`src/rtl/ip6hp_pkg.sv`:
```
package ip6hp_pkg;

  localparam int unsigned POS_W = 17;
  localparam logic [POS_W-1:0] POS_MAX   = '1;
  localparam logic [POS_W-1:0] HDR_BYTES = 17'd40;
  localparam logic [POS_W-1:0] HDR_LAST  = HDR_BYTES - 17'd1;

  localparam logic [POS_W-1:0] POS_VERSION = 17'd0;
  localparam logic [POS_W-1:0] POS_LEN_HI  = 17'd4;
  localparam logic [POS_W-1:0] POS_LEN_LO  = 17'd5;
  localparam logic [POS_W-1:0] POS_NEXT    = 17'd6;
  localparam logic [POS_W-1:0] POS_HOP     = 17'd7;

  localparam logic [3:0] IPV6_VER = 4'd6;

  // Next-header codes
  localparam logic [7:0] NH_HOPOPT  = 8'd0;
  localparam logic [7:0] NH_TCP     = 8'd6;
  localparam logic [7:0] NH_UDP     = 8'd17;
  localparam logic [7:0] NH_ROUTING = 8'd43;
  localparam logic [7:0] NH_FRAG    = 8'd44;
  localparam logic [7:0] NH_AH      = 8'd51;
  localparam logic [7:0] NH_ICMPV6  = 8'd58;
  localparam logic [7:0] NH_NONE    = 8'd59;
  localparam logic [7:0] NH_DSTOPT  = 8'd60;

  // Extension header sizing: length byte sits one past the start
  localparam logic [POS_W-1:0] EXT_MIN_BYTES = 17'd2;
  localparam logic [POS_W-1:0] FRAG_BYTES    = 17'd8;
  localparam logic [POS_W-1:0] AH_LEN_BIAS   = 17'd2;
  localparam logic [POS_W-1:0] EXT_LEN_BIAS  = 17'd1;
  localparam int unsigned      AH_UNIT_SH    = 2;
  localparam int unsigned      EXT_UNIT_SH   = 3;

  localparam int unsigned Q_DEPTH = 4;
  localparam int unsigned Q_AW    = $clog2(Q_DEPTH);
  localparam int unsigned Q_CW    = $clog2(Q_DEPTH + 1);

  typedef enum logic [2:0] {
    K_VERSION = 3'd0,
    K_LEN_HI  = 3'd1,
    K_LEN_LO  = 3'd2,
    K_NEXT    = 3'd3,
    K_HOP     = 3'd4,
    K_PAYLOAD = 3'd5,
    K_SKIP    = 3'd6
  } kind_t;

  typedef enum logic [3:0] {
    V_ICMPV6  = 4'd0,
    V_TCP     = 4'd1,
    V_UDP     = 4'd2,
    V_NONE    = 4'd3,
    V_UNKNOWN = 4'd4,
    V_SHORT   = 4'd5,
    V_VERSION = 4'd6,
    V_LENGTH  = 4'd7,
    V_HOPZERO = 4'd8,
    V_TRUNC   = 4'd9
  } verdict_t;

  typedef enum logic [3:0] {
    OUT_PENDING = 4'b0001,
    OUT_UPPER   = 4'b0010,
    OUT_NONE    = 4'b0100,
    OUT_TRUNC   = 4'b1000
  } outcome_t;

  typedef struct packed {
    logic [7:0]       data_byte;
    logic             last_byte;
    kind_t            kind;
    logic [POS_W-1:0] pos;
  } entry_t;

  typedef struct packed {
    logic full;
    logic empty;
  } q_stat_t;

endpackage

```
`src/rtl/ip6hp_if.sv`:
```
interface ip6hp_pkt_if;
  logic       valid;
  logic       ready;
  logic [7:0] data_byte;
  logic       last_byte;

  modport source (output valid, data_byte, last_byte, input ready);
  modport sink (input valid, data_byte, last_byte, output ready);
endinterface

interface ip6hp_res_if;
  logic        valid;
  logic        ready;
  logic [3:0]  verdict;
  logic [7:0]  upper_protocol;
  logic [15:0] upper_offset;
  logic [15:0] payload_length;

  modport source (output valid, verdict, upper_protocol, upper_offset, payload_length,
                  input ready);
  modport sink (input valid, verdict, upper_protocol, upper_offset, payload_length,
                output ready);
endinterface

```
`src/rtl/ip6hp_front.sv`:
```
module ip6hp_front import ip6hp_pkg::*; (
  input  logic        clk,
  input  logic        rst,
  ip6hp_pkt_if.sink   pkt,
  input  q_stat_t     q_stat,
  output logic        push,
  output entry_t      push_entry
);

  logic [POS_W-1:0] pos;
  kind_t            kind;

  assign pkt.ready = !q_stat.full;
  assign push      = pkt.valid && !q_stat.full;

  // tag each byte by its place in the packet
  always_comb begin
    if (pos == POS_VERSION) begin
      kind = K_VERSION;
    end else if (pos == POS_LEN_HI) begin
      kind = K_LEN_HI;
    end else if (pos == POS_LEN_LO) begin
      kind = K_LEN_LO;
    end else if (pos == POS_NEXT) begin
      kind = K_NEXT;
    end else if (pos == POS_HOP) begin
      kind = K_HOP;
    end else if (pos >= HDR_BYTES) begin
      kind = K_PAYLOAD;
    end else begin
      kind = K_SKIP;
    end
  end

  assign push_entry = '{data_byte: pkt.data_byte, last_byte: pkt.last_byte,
                        kind: kind, pos: pos};

  // advance and saturate; restart at the packet boundary
  always_ff @(posedge clk) begin
    if (rst) begin
      pos <= '0;
    end else if (push) begin
      if (pkt.last_byte) begin
        pos <= '0;
      end else if (pos != POS_MAX) begin
        pos <= pos + 17'd1;
      end
    end
  end

endmodule

```
`src/rtl/ip6hp_queue.sv`:
```
module ip6hp_queue import ip6hp_pkg::*; (
  input  logic    clk,
  input  logic    rst,
  input  logic    push,
  input  entry_t  push_entry,
  input  logic    pop,
  output entry_t  pop_entry,
  output q_stat_t q_stat
);

  entry_t          mem [Q_DEPTH];
  logic [Q_AW-1:0] wr_ptr;
  logic [Q_AW-1:0] rd_ptr;
  logic [Q_CW-1:0] count;

  assign pop_entry    = mem[rd_ptr];
  assign q_stat.full  = (count == Q_CW'(Q_DEPTH));
  assign q_stat.empty = (count == '0);

  always_ff @(posedge clk) begin
    if (push) begin
      mem[wr_ptr] <= push_entry;
    end
  end

  always_ff @(posedge clk) begin
    if (rst) begin
      wr_ptr <= '0;
      rd_ptr <= '0;
      count  <= '0;
    end else begin
      if (push) begin
        wr_ptr <= wr_ptr + Q_AW'(1);
      end
      if (pop) begin
        rd_ptr <= rd_ptr + Q_AW'(1);
      end
      if (push && !pop) begin
        count <= count + Q_CW'(1);
      end else if (pop && !push) begin
        count <= count - Q_CW'(1);
      end
    end
  end

endmodule

```
`src/rtl/ip6hp_back.sv`:
```
module ip6hp_back import ip6hp_pkg::*; (
  input  logic         clk,
  input  logic         rst,
  input  entry_t       entry,
  input  q_stat_t      q_stat,
  output logic         pop,
  ip6hp_res_if.source  result
);

  logic [3:0]       version, version_next;
  logic [15:0]      plen, plen_next;
  logic [7:0]       hop, hop_next;
  logic [7:0]       nh, nh_next;
  logic [POS_W-1:0] start, start_next;
  outcome_t         outcome, outcome_next;
  logic             len_wait, len_wait_next;
  logic [7:0]       pend_nh, pend_nh_next;

  logic             out_valid;
  verdict_t         out_verdict, verdict_c;
  logic [7:0]       out_proto, proto_c;
  logic [15:0]      out_offset, offset_c;
  logic [15:0]      out_plen;

  logic [POS_W-1:0] payoff;
  logic [POS_W-1:0] hdr_len;
  logic             in_payload;
  logic             is_var_ext;

  assign pop = !q_stat.empty && (!entry.last_byte || !out_valid || result.ready);

  assign payoff     = entry.pos - HDR_BYTES;
  assign in_payload = (entry.kind == K_PAYLOAD) && (payoff < {1'b0, plen_next});
  assign is_var_ext = (nh == NH_HOPOPT) || (nh == NH_ROUTING) ||
                      (nh == NH_DSTOPT) || (nh == NH_AH);
  assign hdr_len    = (nh == NH_AH)
                      ? ((POS_W'(entry.data_byte) + AH_LEN_BIAS) << AH_UNIT_SH)
                      : ((POS_W'(entry.data_byte) + EXT_LEN_BIAS) << EXT_UNIT_SH);

  // header capture and one step of the chain walk
  always_comb begin
    version_next  = version;
    plen_next     = plen;
    hop_next      = hop;
    nh_next       = nh;
    start_next    = start;
    outcome_next  = outcome;
    len_wait_next = len_wait;
    pend_nh_next  = pend_nh;

    unique case (entry.kind) inside
      K_VERSION:         version_next = entry.data_byte[7:4];
      K_LEN_HI:          plen_next    = {entry.data_byte, plen[7:0]};
      K_LEN_LO:          plen_next    = {plen[15:8], entry.data_byte};
      K_NEXT:            nh_next      = entry.data_byte;
      K_HOP:             hop_next     = entry.data_byte;
      K_PAYLOAD, K_SKIP: ;
      default:           ;
    endcase

    if (in_payload && (outcome == OUT_PENDING)) begin
      if (len_wait) begin
        if (payoff == start + 17'd1) begin
          start_next    = start + hdr_len;
          nh_next       = pend_nh;
          len_wait_next = 1'b0;
        end
      end else if (payoff == start) begin
        if (is_var_ext) begin
          if (start + EXT_MIN_BYTES > {1'b0, plen}) begin
            outcome_next = OUT_TRUNC;
          end else begin
            pend_nh_next  = entry.data_byte;
            len_wait_next = 1'b1;
          end
        end else if (nh == NH_FRAG) begin
          if (start + FRAG_BYTES > {1'b0, plen}) begin
            outcome_next = OUT_TRUNC;
          end else begin
            start_next = start + FRAG_BYTES;
            nh_next    = entry.data_byte;
          end
        end else if (nh == NH_NONE) begin
          outcome_next = OUT_NONE;
        end else begin
          outcome_next = OUT_UPPER;
        end
      end
    end
  end

  // verdict, checks in priority order
  always_comb begin
    proto_c  = '0;
    offset_c = '0;
    if (entry.pos < HDR_LAST) begin
      verdict_c = V_SHORT;
    end else if (version_next != IPV6_VER) begin
      verdict_c = V_VERSION;
    end else if ({1'b0, plen_next} + HDR_LAST > entry.pos) begin
      verdict_c = V_LENGTH;
    end else if (hop_next == '0) begin
      verdict_c = V_HOPZERO;
    end else begin
      unique case (outcome_next)
        OUT_UPPER: begin
          proto_c  = nh_next;
          offset_c = start_next[15:0];
          if (nh_next == NH_ICMPV6) begin
            verdict_c = V_ICMPV6;
          end else if (nh_next == NH_TCP) begin
            verdict_c = V_TCP;
          end else if (nh_next == NH_UDP) begin
            verdict_c = V_UDP;
          end else begin
            verdict_c = V_UNKNOWN;
          end
        end
        OUT_NONE: begin
          verdict_c = V_NONE;
          proto_c   = NH_NONE;
          offset_c  = start_next[15:0];
        end
        default: verdict_c = V_TRUNC;
      endcase
    end
  end

  always_ff @(posedge clk) begin
    if (rst) begin
      version   <= '0;
      plen      <= '0;
      hop       <= '0;
      nh        <= '0;
      start     <= '0;
      outcome   <= OUT_PENDING;
      len_wait  <= 1'b0;
      pend_nh   <= '0;
      out_valid <= 1'b0;
    end else begin
      // a new verdict replaces the one leaving in the same cycle
      if (pop && entry.last_byte) begin
        out_valid <= 1'b1;
      end else if (out_valid && result.ready) begin
        out_valid <= 1'b0;
      end
      if (pop) begin
        if (entry.last_byte) begin
          version   <= '0;
          plen      <= '0;
          hop       <= '0;
          nh        <= '0;
          start     <= '0;
          outcome   <= OUT_PENDING;
          len_wait  <= 1'b0;
          pend_nh   <= '0;
        end else begin
          version  <= version_next;
          plen     <= plen_next;
          hop      <= hop_next;
          nh       <= nh_next;
          start    <= start_next;
          outcome  <= outcome_next;
          len_wait <= len_wait_next;
          pend_nh  <= pend_nh_next;
        end
      end
    end
  end

  always_ff @(posedge clk) begin
    if (pop && entry.last_byte) begin
      out_verdict <= verdict_c;
      out_proto   <= proto_c;
      out_offset  <= offset_c;
      out_plen    <= plen_next;
    end
  end

  assign result.valid          = out_valid;
  assign result.verdict        = out_verdict;
  assign result.upper_protocol = out_proto;
  assign result.upper_offset   = out_offset;
  assign result.payload_length = out_plen;

endmodule

```
`src/rtl/ipv6_receive_header_chain_parser_core.sv`:
```
// Channel  | Dir | Handshake       | Request contents
// ---------+-----+-----------------+-------------------------------------------------
// pkt      | in  | valid / ready   | data_byte, last_byte: one packet byte
// result   | out | valid / ready   | verdict, upper_protocol, upper_offset,
//          |     |                 | payload_length: one per packet, at its last byte
//
// Takes one byte every cycle while the queue has room. The last byte is written into
// the four-entry queue; the walker pops it and registers the verdict at that pop, so
// the verdict stays in its output register until result takes it.
// Reset (rst, synchronous, active high) empties the queue and clears the walker.
// The walker stalls only on a last byte while the previous verdict waits; the front
// keeps taking bytes until the queue fills, then drops ready.

module ipv6_receive_header_chain_parser_core import ip6hp_pkg::*; (
  input  logic        clk,
  input  logic        rst,
  ip6hp_pkt_if.sink   pkt,
  ip6hp_res_if.source result
);

  logic    push;
  logic    pop;
  entry_t  push_entry;
  entry_t  pop_entry;
  q_stat_t q_stat;

  // front: count position and classify each byte
  ip6hp_front u_front (
    .clk        (clk),
    .rst        (rst),
    .pkt        (pkt),
    .q_stat     (q_stat),
    .push       (push),
    .push_entry (push_entry)
  );

  // hold classified bytes so either side can stall alone
  ip6hp_queue u_queue (
    .clk        (clk),
    .rst        (rst),
    .push       (push),
    .push_entry (push_entry),
    .pop        (pop),
    .pop_entry  (pop_entry),
    .q_stat     (q_stat)
  );

  // back: capture header fields, walk the chain, deliver the verdict
  ip6hp_back u_back (
    .clk    (clk),
    .rst    (rst),
    .entry  (pop_entry),
    .q_stat (q_stat),
    .pop    (pop),
    .result (result)
  );

  a_no_overflow: assert property (@(posedge clk) disable iff (rst)
    push |-> !q_stat.full)
    else $error("byte pushed into a full queue");

  a_no_underflow: assert property (@(posedge clk) disable iff (rst)
    pop |-> !q_stat.empty)
    else $error("walker popped an empty queue");

  a_offset_in_payload: assert property (@(posedge clk) disable iff (rst)
    (result.valid && (result.verdict <= V_UNKNOWN)) |->
      (result.upper_offset < result.payload_length))
    else $error("upper offset outside the payload");

  a_error_fields_clear: assert property (@(posedge clk) disable iff (rst)
    (result.valid && (result.verdict > V_UNKNOWN)) |->
      ((result.upper_protocol == '0) && (result.upper_offset == '0)))
    else $error("error verdict carries a protocol or offset");

  a_reset_idle: assert property (@(posedge clk) disable iff (rst)
    $past(rst) |-> !result.valid)
    else $error("verdict shown straight after reset");

endmodule
```
`src/flat_wrapper.sv`:
```
// flat-port wrapper written by rule: the top's interface ports become plain ports
module ipv6_receive_header_chain_parser_core_flat import ip6hp_pkg::*;
  (clk, rst, pkt_valid, pkt_data_byte, pkt_last_byte, pkt_ready, result_valid, result_verdict, result_upper_protocol, result_upper_offset, result_payload_length, result_ready);
  ip6hp_pkt_if pkt_i ();
  ip6hp_res_if result_i ();
  input  logic clk;
  input  logic rst;
  input wire logic [$bits(pkt_i.valid)-1:0] pkt_valid;
  input wire logic [$bits(pkt_i.data_byte)-1:0] pkt_data_byte;
  input wire logic [$bits(pkt_i.last_byte)-1:0] pkt_last_byte;
  output wire logic [$bits(pkt_i.ready)-1:0] pkt_ready;
  output wire logic [$bits(result_i.valid)-1:0] result_valid;
  output wire logic [$bits(result_i.verdict)-1:0] result_verdict;
  output wire logic [$bits(result_i.upper_protocol)-1:0] result_upper_protocol;
  output wire logic [$bits(result_i.upper_offset)-1:0] result_upper_offset;
  output wire logic [$bits(result_i.payload_length)-1:0] result_payload_length;
  input wire logic [$bits(result_i.ready)-1:0] result_ready;
  assign pkt_i.valid = pkt_valid;
  assign pkt_i.data_byte = pkt_data_byte;
  assign pkt_i.last_byte = pkt_last_byte;
  assign pkt_ready = pkt_i.ready;
  assign result_valid = result_i.valid;
  assign result_verdict = result_i.verdict;
  assign result_upper_protocol = result_i.upper_protocol;
  assign result_upper_offset = result_i.upper_offset;
  assign result_payload_length = result_i.payload_length;
  assign result_i.ready = result_ready;
  ipv6_receive_header_chain_parser_core u_core (.clk(clk), .rst(rst), .pkt(pkt_i), .result(result_i));
endmodule
```
`config.mk`:
```
export PLATFORM = sky130hd
export DESIGN_NAME = ipv6_receive_header_chain_parser_core_flat
export DESIGN_NICKNAME = d
export VERILOG_FILES = /design/src/rtl/ip6hp_pkg.sv /design/src/rtl/ip6hp_if.sv /design/src/rtl/ip6hp_front.sv /design/src/rtl/ip6hp_queue.sv /design/src/rtl/ip6hp_back.sv /design/src/rtl/ipv6_receive_header_chain_parser_core.sv /design/src/flat_wrapper.sv
export SDC_FILE = /design/constraint.sdc
export NUM_CORES = 1
export LEC_CHECK = 0
export BUFFER_PORTS_ARGS = -buffer_cell sky130_fd_sc_hd__buf_2
export CAP_MARGIN = 20
export CORE_MARGIN = 4
export CORE_UTILIZATION = 56
export CTS_CLUSTER_DIAMETER = 30
export DETAILED_ROUTE_END_ITERATION = 8
export GPL_TIMING_DRIVEN = 0
export PLACE_DENSITY = 0.76
export SLEW_MARGIN = 20
export SYNTH_ARGS = -nofsm -noshare
export SYNTH_HDL_FRONTEND = slang
export SYNTH_SLANG_ARGS = --single-unit
```
`constraint.sdc`:
```
create_clock -name clk -period 6.25 [get_ports clk]
set_input_delay 0.625 -clock clk [delete_from_list [all_inputs] [get_ports clk]]
set_output_delay 0.625 -clock clk [all_outputs]
set_load 0.05 [all_outputs]
```
==> flow_metrics.tcl <==
set metrics [dict create \
    postRouteWirelength_mm 38.9 \
    whs_ns 0.285 \
    root_buffer "clkbuf_16" \
    gp_congestion 0.971 \
    dpl-instance-area_um2 14700 \
    synth-main-ff-cell "edfxtp_1" \
    synth_area_um2 13900 \
    grt_pass1_vias 11006 \
    fp.dieArea_um2 27400 \
    total_power_uw 8080 \
    placementRows 57 \
    synth_top_area_share 0.341 \
    post-route-drc-count 0 \
    portBuffers 56 \
    cts_tree "done" \
    required_ns 6.64 \
    cp-start-kind "flop" \
    cp.arrival_ns 6.44 \
    dpl.cell_count 1721 \
    hold_start "pkt_data_byte[0]" \
    grt.overflow.total 0 \
    max_freq_mhz 165 \
    grt_max_degree 36 \
    syn-mean-instance-area_um2 10.4 \
    core_area_um2 24400 \
    synth_cells 1335 \
    die_h_um 166 \
    grt_util_all_layers 0.285 \
    power.density_nw_per_um2 484 \
    holdCritPathClass "in -> reg" \
    hold_depth 1 \
    synth-edff-count 158 \
    fin_cells 1823 \
    drive_gt1_frac 0.177 \
    dp_slack_ns -1.93 \
    ys_seq_area_frac 0.472 \
    period_minus_slack_ns 6.05 \
    via_count 11353 \
    wl_per_cell_um 21.4 \
    status "complete, no violations" \
    htree_levels 2 \
    hold_viol 0 \
    irDropWorstVdd_mv 0.322 \
    syn_to_final_growth_pct 20.0 \
    period_share 0.969 \
    finalClockSkew_ns 0.0263 \
    antenna_found_initial 2 \
    stdcell_area_um2 16700 \
    initialDrtViolationCount 1138 \
    cts_inserted_buffers 46 \
    slew_violations 0 \
    synthArstFlopShare 0 \
    rrSetupSlack_ns 0.20 \
    critPathMaxFanout 10 \
    diodes 0 \
    clk_pin_slew_worst_paths_ns 0.06 \
    reg2reg_depth 27 \
    yosys.area.top_type "edfxtp_1" \
    ys_seq_elements 249 \
    setup_viol 0 \
    synthTopCellsByArea "edfxtp_1 34%, dfxtp_1 13%, ha_1 7.5%" \
    ys_types 85 \
    relSlewSlack 0.234 \
    fill_cells 1803 \
    die_x_um 166 \
    ios 59 \
    critPathCaptureType "flop" \
    firstDrtPassIters 7 \
    path_class "reg -> reg" \
    hold_buffers 0 \
    dpl.hpwl_mm 27.7 \
    tightest_slew_ns 1.14 \
    clockBufferDepth 3 \
    reg2reg_to "u_core.u_back.result.upper_protocol[5]$_SDFFCE_PP0P_" \
    p_leak_uw 0.00649 \
    yosys_warnings 0 \
    min_to "u_core.u_queue.mem[2][21]$_DFFE_PP_" \
    cts.sinks 249 \
    nets 1559 \
    maxCapViolCount 0 \
    vias_per_cell 6.23 \
    clock_latency_ns 0.55 \
    start_util 0.570 \
    postRouteAntennaNets 0 \
    grt_pass1_wl_mm 59.9 \
    worst_slack_ns 0.196 \
]
[final cells by class]
class	instances	area [um2]	area share
Sequential cell	249	6570	0.394
Tap cell	324	405	0.0243
Clock inverter	38	439	0.0263
Multi-Input combinational cell	926	6860	0.411
Inverter	87	327	0.0196
Timing Repair Buffer	80	551	0.0330
Buffer	71	360	0.0216
Clock buffer	48	1180	0.0707
[synthesized netlist by cell type, types with 4 or more instances]
library cell and instances:
a211oi_1 9, a21boi_0 4, a21o_1 25, a21oi_1 83, a22oi_1 47, a31oi_1 9, and2_1 7, and3_1 14
buf_1 4, buf_2 6, buf_6 4, clkbuf_1 58, dfxtp_1 91, edfxtp_1 158, ha_1 83, inv_1 86
mux2_2 5, mux4_2 29, nand2_1 82, nand2b_1 8, nand3_1 35, nand3b_1 5, nand4_1 20, nor2_1 159
nor2b_1 10, nor3_1 27, nor4_1 11, o211ai_1 5, o21a_1 12, o21ai_0 48, o221ai_1 5, o22ai_1 5
o31ai_1 7, or2_2 8, or3_1 13, xnor2_1 53, xnor3_1 7, xor2_1 19
[sequential cells by signal (all words and copies together) (netlist names), named ones only]
name	count
u_core.u_back.len_wait	1
u_core.u_back.start	15
u_core.u_back.pend_nh	8
u_core.u_queue.count	3
u_core.u_front.pos	17
u_core.u_back.outcome	4
u_core.u_back.result.upper_protocol	8
u_core.u_back.hop	8
u_core.u_queue.rd_ptr	2
u_core.u_back.result.valid	1
u_core.u_back.result.verdict	4
u_core.u_back.version	4
u_core.u_back.plen	16
u_core.u_back.result.upper_offset	14
u_core.u_queue.wr_ptr	2
u_core.u_queue.mem	116
u_core.u_back.result.payload_length	16
u_core.u_back.nh	8
[stage by stage]
| step | TNS [ns] | util |
|---|---|---|
| final | 0 | 0.684 |
| after floorplan | 0 | - |
| after detailed placement | -43.85 | 0.604 |
| after CTS | 0 | 0.677 |
| after global routing | -0.116 | 0.684 |
| after global placement | -38.87 | 0.598 |
[report_power, final]
part	total, uW	switching [uW]	internal, uW	leakage (uW)
registers	2100	84.3	2010	0.00229
logic	3420	2260	1160	0.00343
clock network	2560	935	1620	0.000776
[layout by cell type (no fill, tap or decap), types with 6 or more instances in the layout]
cell	count
a211oi_1	9
a21o_1	25
a21oi_1	80
a22oi_1	47
a31oi_1	8
and2_1	7
and3_1	10
buf_2	59
buf_4	21
clkbuf_1	52
clkbuf_16	47
clkinvlp_4	6
dfxtp_1	90
edfxtp_1	158
ha_1	82
inv_1	85
inv_6	12
mux4_2	29
nand2_1	81
nand2b_1	8
nand3_1	35
nand4_1	20
nor2_1	157
nor2b_1	10
nor3_1	24
nor4_1	9
o21a_1	12
o21ai_0	44
o21ai_1	6
o31ai_1	7
or2_2	7
or3_1	11
xnor2_1	53
xnor3_1	7
xor2_1	19
[timing repair]
item / CTS / global route
gates cloned: 0 / 0
buffers inserted: 8 / 11
resized for setup: 34 / 22
pin swaps: 5 / 6
endpoints found under the hold margin: 0 / 0
endpoints found under the setup margin: 45 / 31
[cell families after synthesis]
kind of cell / after synthesis / synth area share
compound gates: 294 / 0.140
xor+xnor: 79 / 0.0567
fa+ha+maj: 86 / 0.0783
buf+inv: 161 / 0.0467
flops: 249 / 0.472
mux: 38 / 0.0540
other cells: 1 / 0.000270
simple gates: 427 / 0.152
[worst max-delay path: stages (launching register included)]
cell and delay [ns]:
dfxtp_2 0.39, buf_4 0.23, buf_6 0.20, clkbuf_8 0.21, mux4_2 0.48, mux2_2 0.29, inv_1 0.07, ha_1 0.19
inv_1 0.08, o21ai_1 0.10, o21ai_1 0.18, nand3_1 0.13, or3_4 0.43, or3_4 0.43, nor3_4 0.21, xnor2_1 0.16
ha_1 0.28, a21o_1 0.16, a21o_1 0.18, a21oi_2 0.15, o21ai_1 0.13, a21oi_2 0.14, a31oi_2 0.11, or2_4 0.32
nor2_4 0.16, nand2_4 0.14, buf_6 0.18, a21oi_1 0.14
[how the worst max path moves through the flow]
| stage | from | endpoint | slack [ns] | cells past startpoint |
|---|---|---|---|---|
| after floorplan | flop | u_core.u_back.result.upper_protocol[1]$_SDFFCE_PP0P_ | 0.15 | 28 |
| after global placement | flop | u_core.u_back.result.upper_protocol[3]$_SDFFCE_PP0P_ | -1.77 | 28 |
| after detailed placement | flop | u_core.u_back.result.upper_protocol[3]$_SDFFCE_PP0P_ | -1.93 | 28 |
| after CTS | flop | u_core.u_back.result.verdict[2]$_SDFFCE_PP1P_ | 0.006 | 23 |
| after global routing | flop | u_core.u_back.result.upper_protocol[3]$_SDFFCE_PP0P_ | -0.03 | 27 |
| final | flop | u_core.u_back.result.upper_protocol[5]$_SDFFCE_PP0P_ | 0.20 | 27 |
[metal layers]
| layer | part of all wire | GRT usage |
|---|---|---|
| met5 | 0.00062 | 0 |
| met3 | 0.094 | 0.0621 |
| met4 | 0.045 | 0.129 |
| met2 | 0.47 | 0.461 |
| met1 | 0.39 | 0.368 |
Power figures use the tool's default switching activity.
